## config.mk

```make
export PLATFORM = sky130hd
export DESIGN_NAME = hlle_div_cell
export DESIGN_NICKNAME = d
export VERILOG_FILES = /design/src/sv/hlle_riemann_flux_macros.svh /design/src/sv/hlle_pkg.sv /design/src/sv/hlle_div_cell.sv
export SDC_FILE = /design/constraint.sdc
export NUM_CORES = 1
export LEC_CHECK = 0
export ABC_AREA = 1
export ABC_CLOCK_PERIOD_IN_PS = 7300
export BUFFER_PORTS_ARGS = -buffer_cell sky130_fd_sc_hd__buf_2
export CELL_PAD_IN_SITES_DETAIL_PLACEMENT = 0
export CELL_PAD_IN_SITES_GLOBAL_PLACEMENT = 1
export CORE_ASPECT_RATIO = 0.7
export CORE_MARGIN = 2
export CORE_UTILIZATION = 30
export CTS_CLUSTER_SIZE = 16
export DETAILED_ROUTE_END_ITERATION = 8
export GPL_TIMING_DRIVEN = 1
export PLACE_DENSITY_LB_ADDON = 0.1
export SLEW_MARGIN = 20
export SYNTH_ARGS = -nofsm -noshare
export SYNTH_HDL_FRONTEND = slang
export SYNTH_SLANG_ARGS = --single-unit
export TNS_END_PERCENT = 1
```

## constraint.sdc

```tcl
create_clock -name clock -period 7.3 [get_ports clock]
set_input_delay 1.095 -clock clock [delete_from_list [all_inputs] [get_ports clock]]
set_output_delay 1.095 -clock clock [all_outputs]
set_load 0.01 [all_outputs]
```

## src/sv/hlle_riemann_flux_macros.svh

```systemverilog
// ----------------------------------------------------------------------------
// HLLE flux assertion macros
// Shared concurrent assertion forms, clocked on clock and gated by reset.
// ----------------------------------------------------------------------------
`ifndef HLLE_RIEMANN_FLUX_MACROS_SVH
`define HLLE_RIEMANN_FLUX_MACROS_SVH

// same-cycle implication
`define HLLE_ASSERT_IMPL(label, ante, cons, msg) \
   label: assert property (@(posedge clock) disable iff (reset) (ante) |-> (cons)) \
      else $error(msg);

// next-cycle implication
`define HLLE_ASSERT_NEXT(label, ante, cons, msg) \
   label: assert property (@(posedge clock) disable iff (reset) (ante) |=> (cons)) \
      else $error(msg);

`endif

```

## src/sv/hlle_pkg.sv

```systemverilog
// ----------------------------------------------------------------------------
// HLLE flux package
// Payload types, control bundle and constants shared by the flux pipeline.
// ----------------------------------------------------------------------------
package hlle_pkg;

   localparam int DATA_WIDTH_DEF = 32;
   localparam int FRAC_BITS_DEF  = 16;
   localparam int FIELD_WIDTH    = 32;
   localparam int COMP_WIDTH     = 3;

   localparam logic [COMP_WIDTH-1:0] COMP_XMOM   = 3'd1;
   localparam logic [COMP_WIDTH-1:0] COMP_ENERGY = 3'd3;

   typedef struct packed {
      logic [FIELD_WIDTH-1:0] left_wave;
      logic [FIELD_WIDTH-1:0] right_wave;
      logic [FIELD_WIDTH-1:0] left_velocity;
      logic [FIELD_WIDTH-1:0] right_velocity;
      logic [FIELD_WIDTH-1:0] left_pressure;
      logic [FIELD_WIDTH-1:0] right_pressure;
      logic [FIELD_WIDTH-1:0] left_value;
      logic [FIELD_WIDTH-1:0] right_value;
      logic [COMP_WIDTH-1:0]  component;
      logic                   direction;
   } req_type;

   typedef struct packed {
      logic [FIELD_WIDTH-1:0] flux;
      logic                   saturated;
   } rsp_type;

   typedef struct packed {
      logic bypass;
      logic byp_clip;
      logic clip;
      logic neg;
      logic ovf;
   } ctl_type;

endpackage

```

## src/sv/hlle_div_cell.sv

```systemverilog
// ----------------------------------------------------------------------------
// HLLE divider cell
// One restoring division step: shift in a dividend bit, trial subtract.
// ----------------------------------------------------------------------------
module hlle_div_cell #(
   parameter int DATA_WIDTH = hlle_pkg::DATA_WIDTH_DEF
) (
   input  logic                  clock,
   input  logic                  reset,
   input  logic                  in_valid,
   output logic                  in_ready,
   input  hlle_pkg::ctl_type     in_ctl,
   input  logic [DATA_WIDTH:0]   in_rem,
   input  logic [DATA_WIDTH-1:0] in_quo,
   input  logic [DATA_WIDTH-1:0] in_low,
   input  logic [DATA_WIDTH:0]   in_den,
   input  logic [DATA_WIDTH-1:0] in_byp,
   output logic                  out_valid,
   input  logic                  out_ready,
   output hlle_pkg::ctl_type     out_ctl,
   output logic [DATA_WIDTH:0]   out_rem,
   output logic [DATA_WIDTH-1:0] out_quo,
   output logic [DATA_WIDTH-1:0] out_low,
   output logic [DATA_WIDTH:0]   out_den,
   output logic [DATA_WIDTH-1:0] out_byp
);

   localparam int W = DATA_WIDTH;

   logic              valid_ff;
   hlle_pkg::ctl_type ctl_ff;
   logic [W:0]        rem_ff, rem_in, den_ff;
   logic [W-1:0]      quo_ff, quo_in, low_ff, low_in, byp_ff;
   logic [W+1:0]      trial, diff;
   logic              ge;

   assign in_ready = !valid_ff || out_ready;

   always_comb begin
      trial  = {in_rem, in_low[W-1]};
      diff   = trial - {1'b0, in_den};
      ge     = trial >= {1'b0, in_den};
      rem_in = ge ? diff[W:0] : trial[W:0];
      quo_in = {in_quo[W-2:0], ge};
      low_in = {in_low[W-2:0], 1'b0};
   end

   always_ff @(posedge clock) begin
      if (reset) begin
         valid_ff <= 1'b0;
      end else if (in_ready) begin
         valid_ff <= in_valid;
      end
   end

   always_ff @(posedge clock) begin
      if (in_ready) begin
         ctl_ff <= in_ctl;
         rem_ff <= rem_in;
         quo_ff <= quo_in;
         low_ff <= low_in;
         den_ff <= in_den;
         byp_ff <= in_byp;
      end
   end

   assign out_valid = valid_ff;
   assign out_ctl   = ctl_ff;
   assign out_rem   = rem_ff;
   assign out_quo   = quo_ff;
   assign out_low   = low_ff;
   assign out_den   = den_ff;
   assign out_byp   = byp_ff;

endmodule
```

* Word level (Yosys, flattened, before mapping)
Cells that the tools add are included.
** Word-level totals
- Register bits after elaboration :: 167
- Input bits :: 171
- Output and inout bits :: 169
- Word-level logic and storage cells :: 16
** Cells by class
- Add/subtract/negate cells :: 1
- Order comparisons :: 1
- Multiplexer cells :: 1
- Reduce and logical (&&, ||, !) cells :: 2
** Operators with widths (number)
- 34-bit by 33-bit >= comparator with 1-bit output :: 1
- 33-bit 2-to-1 mux :: 1
- 33-bit subtractor :: 1
- 1-bit logical NOT :: 1
- 1-bit logical OR :: 1

* Longest topological paths before layout
- Depth after elaboration :: 2
- Depth in mapped cells :: 16
- Mapped depth without buffers :: 16

* Worst setup path after synthesis
Ideal clock, no wire load.
- Kind :: in2out
- Start point :: in out_ready
- End point :: out in_ready
- Arrival :: 4.698 ns
- Required time :: 6.205 ns
- Slack :: 1.507 ns
- Stages :: 2
- Path buffers :: 0
- Path through :: inv_1 > nand2_1
** Between the ends
- Cells in the longest elaborated chain, start to end :: 1
** RTL lines
- start, declared :: RTL line hlle_div_cell.sv:19 : input logic out_ready,
- 1-bit logical OR :: RTL line hlle_div_cell.sv:37 : assign in_ready = !valid_ff || out_ready;
- end, declared :: RTL line hlle_div_cell.sv:11 : output logic in_ready,
Every way passes these cells.

* Final worst setup path
- Start point :: in in_den[19]
- End point :: reg rem_ff[22], in the netlist out_rem[22] (data pin)
** Between the ends
- Cells in the longest elaborated chain, start to end :: 2
** RTL lines
- start, declared :: RTL line hlle_div_cell.sv:16 : input logic [DATA_WIDTH:0] in_den,
- 33-bit subtractor or 34-bit by 33-bit >= comparator with 1-bit output (tied branches) :: RTL line hlle_div_cell.sv:41, hlle_div_cell.sv:42
- 33-bit 2-to-1 mux (*) :: RTL line hlle_div_cell.sv:43 : rem_in = ge ? diff[W:0] : trial[W:0];
- named net rem_in[22] :: RTL line hlle_div_cell.sv:32 : logic [W:0] rem_ff, rem_in, den_ff;
- end signal, assigned :: RTL line hlle_div_cell.sv:59 : rem_ff <= rem_in;
- end, declared :: RTL line hlle_div_cell.sv:32
Mark *: on every way through the listed nets, which the timed path passes. The rest lies on a longest branch.
A chain may end at the register's enable or synchronous reset.

==> metrics.md <==
| Metric | Value |
|---|---|
| Worst setup SP type | `primary input` |
| Setup ws final | `3.94 ns` |
| CP dominant cell by count | `nand2_1` |
| Met3 Use GR | `0.0424` |
| Most frequent cells in the layout | `337 x buf_2, 323 x nand2_1, 174 x inv_1` |
| Clock root buffer | `clkbuf_16` |
| Starting Density | `0.308` |
| Post-synth cell types | `29` |
| Yosys top cell by area | `edfxtp_1` |
| GRT busiest layer | `met1` |
| Critical path class | `primary input to flip-flop` |
| Worst reg-to-reg path cell count | `3` |
| Hold Path Class | `primary input to flip-flop` |
| GRT Util Overall | `0.170` |
| Fillers | `2,856` |
| Total number of vias | `6,711` |
| Placed cell count | `1,575` |
| Post-CTS Setup Bufs | `0` |
| GRT Residual Overflow | `0` |
| RePlAce Congestion | `0.820` |
| Area of the multi-input gates | `0.00258 mm^2` |
| Detailed Place HPWL | `20,000 um` |
| Worst R2R Setup Slack | `5.10 ns` |
| Fin cells | `1,608` |
| LEAKAGE | `5.75 nW` |
| Syn Std Cell Area | `0.00832 mm^2` |
| Drt wl/cell | `15.7 um` |
| Input/output buffers | `337` |
| Max-slew violation count | `0` |
| RSZ-0062 raised after global routing | `no` |
| Pre-antenna DRT Iters | `4` |
| Final WL | `25,300 um` |
| CTS tree | `yes` |
| Initial antenna violation count | `0` |
| Die Y | `143 um` |
| Std cell rows | `50` |
| Post-synth top area share | `0.599` |
| Reg area | `0.00500 mm^2` |
| Worst-Margin Slew | `0.823 ns` |
| Worst-case vdd ir drop | `0.000159 V` |
| # clock sinks | `167` |
| Resized Gates After CTS | `0` |
| Register area share after synthesis | `0.602` |
| Cts hold-fix bufs | `0` |
| Initial DRC count | `385` |
| Setup WS pre-CTS | `3.48 ns` |
| Worst path arrival time | `3.55 ns` |
| Area growth, synth to finish | `32.1%` |
| Met2 usage | `0.243` |
| Worst setup EP type | `flip-flop` |
| Crit path cell chain | `buf_2 > inv_1 > ha_1 > nand2_1 > nand2_1 > nand2_1 > nand2_1 > nand2_1 > nand2_1 > nand2_1 > nand3_2 > nor2_4 > buf_4 > nand2_8 > nand2_1 > nand2_1` |
| Critical Path RT | `7.48 ns` |
| Mapped Cells | `881` |
| Final Instance Area | `0.0110 mm^2` |
| Setup Skew | `0.00744 ns` |
| Chip width | `203 um` |
| Synth Register Bits | `167` |
| Largest net degree at the start of global routing | `65` |
| Dpl cell area | `0.0104 mm^2` |
| Final hold viol count | `0` |
| Setup violations, final | `0` |
| Clock buffer depth | `2` |
| Max-cap viol count | `0` |
| Reg2reg start | `out_valid` |
| I/O pin total | `340` |
| Max FO, Critical Path | `35` |
| CP peak stage delay | `0.40 ns` |
| Synth Area per Inst | `9.44 um^2` |
| Commonest non-fill, non-tap cell in the layout | `buf_2` |
| Layout net count | `1,435` |
| Power per Cell Area | `232 mW/mm^2` |
| DRT antenna net count | `0` |
| Number of synthesis warnings | `0` |
| Avg Vias per Cell | `4.17` |
| CTS clk-pin slew, worst paths | `0.07 ns` |
| Vias in the first global route | `6,338` |
| Skew-Pair Late Insertion Delay | `0.43 ns` |
| Die area | `0.0291 mm^2` |
| Synth top area cells | `edfxtp_1 60%, nand2_1 15%, inv_1 7.9%` |
| CP Launch Point | `in_den[19]` |
| Total Power | `2.55 mW` |
| Fraction of layout cells with a size suffix above 1 | `0.314` |
| Slowest cell on crit path | `nor2_4` |
| Slew headroom | `0.451` |
| Max Freq | `297 MHz` |
| Global-route met1 utilization | `0.256` |
| Worst setup endpoint | `out_rem[22]` |
| First-pass GRT wire length | `36,900 um` |
| Synth Net Count | `1,086` |
| Post-route clock period utilization | `0.461` |
| Clock buffer count from CTS | `17` |
| Status | `completed` |
| DRC | `0` |
| Tmin final | `3.36 ns` |
| H-tree depth | `4` |
| Total Neg Setup Slack | `0 ns` |
| R2R Path End | `out_rem[32]` |
| Core area | `0.0270 mm^2` |
## kinds of logic after synthesis
logic type	after synthesis	share of synthesized area
AND/OR/NAND/NOR	455	0.227
flip-flops	167	0.602
AO/OA/AOI/OAI	23	0.0141
other	1	0.000451
buffers and inverters	186	0.0890
adder cells (fa/ha/maj)	34	0.0520
XOR/XNOR	15	0.0158
## critical path: cells and delay by family
| family | cells | cell delay, ns |
|---|---|---|
| AND/OR/NAND/NOR | 12 | 1.54 |
| adder cells (fa/ha/maj) | 1 | 0.36 |
| buffers and inverters | 3 | 0.52 |
## routing by layer
metal	vias up	share of wire	routed length [um]
li1	3487	-	-
met1	3013	0.52	13000
met2	196	0.41	10500
met3	15	0.061	1550
met4	0	0.0081	204
met5	-	0	0
## registers in the layout (all words and copies together) (netlist names)
signal and flops:
out_valid 1, out_ctl 5, out_quo 32, out_byp 32
out_rem 33, out_low 31, out_den 33
## Yosys cell counts (all sizes together)
library cell / n
nor2: 45
xnor2: 1
and2: 5
nand4: 3
dfxtp: 1
xor2: 14
inv: 175
or2: 2
nor3: 7
o21ai: 1
fa: 1
buf: 11
nand2: 330
ha: 33
o21bai: 1
conb: 1
edfxtp: 166
a21oi: 21
nand3: 63
## where the power goes
group / internal [mW] / total [mW] / switching (mW)
sequential: 1.16 / 1.18 / 0.0196
combinational: 0.177 / 0.483 / 0.306
clock: 0.479 / 0.885 / 0.405
## worst min path at each step
stage | start | end | cells past startpoint
after floorplan | reset | out_valid | 1
after global placement | out_valid | out_low[8] | 1
after detailed placement | out_valid | out_byp[25] | 1
after CTS | reset | out_valid | 2
after global routing | reset | out_valid | 2
final | reset | out_valid | 2
## area by class of cell
class,instances,area share
antenna,1,0.000228
clock buffer,18,0.0391
clock inverter,14,0.0131
inverter,175,0.0598
multi-input combinational,528,0.235
sequential,167,0.455
tap,364,0.0414
timing repair buffer,341,0.156
## metrics by stage
step	util	hold slack [ns]
4_1_cts	0.407	0.781
5_1_grt	0.407	0.805
2_1_floorplan	-	1.16
6_report	0.407	0.810
3_5_place_dp	0.385	0.844
3_3_place_gp	0.385	0.839
No activity file was read; power rests on OpenSTA's default activity.
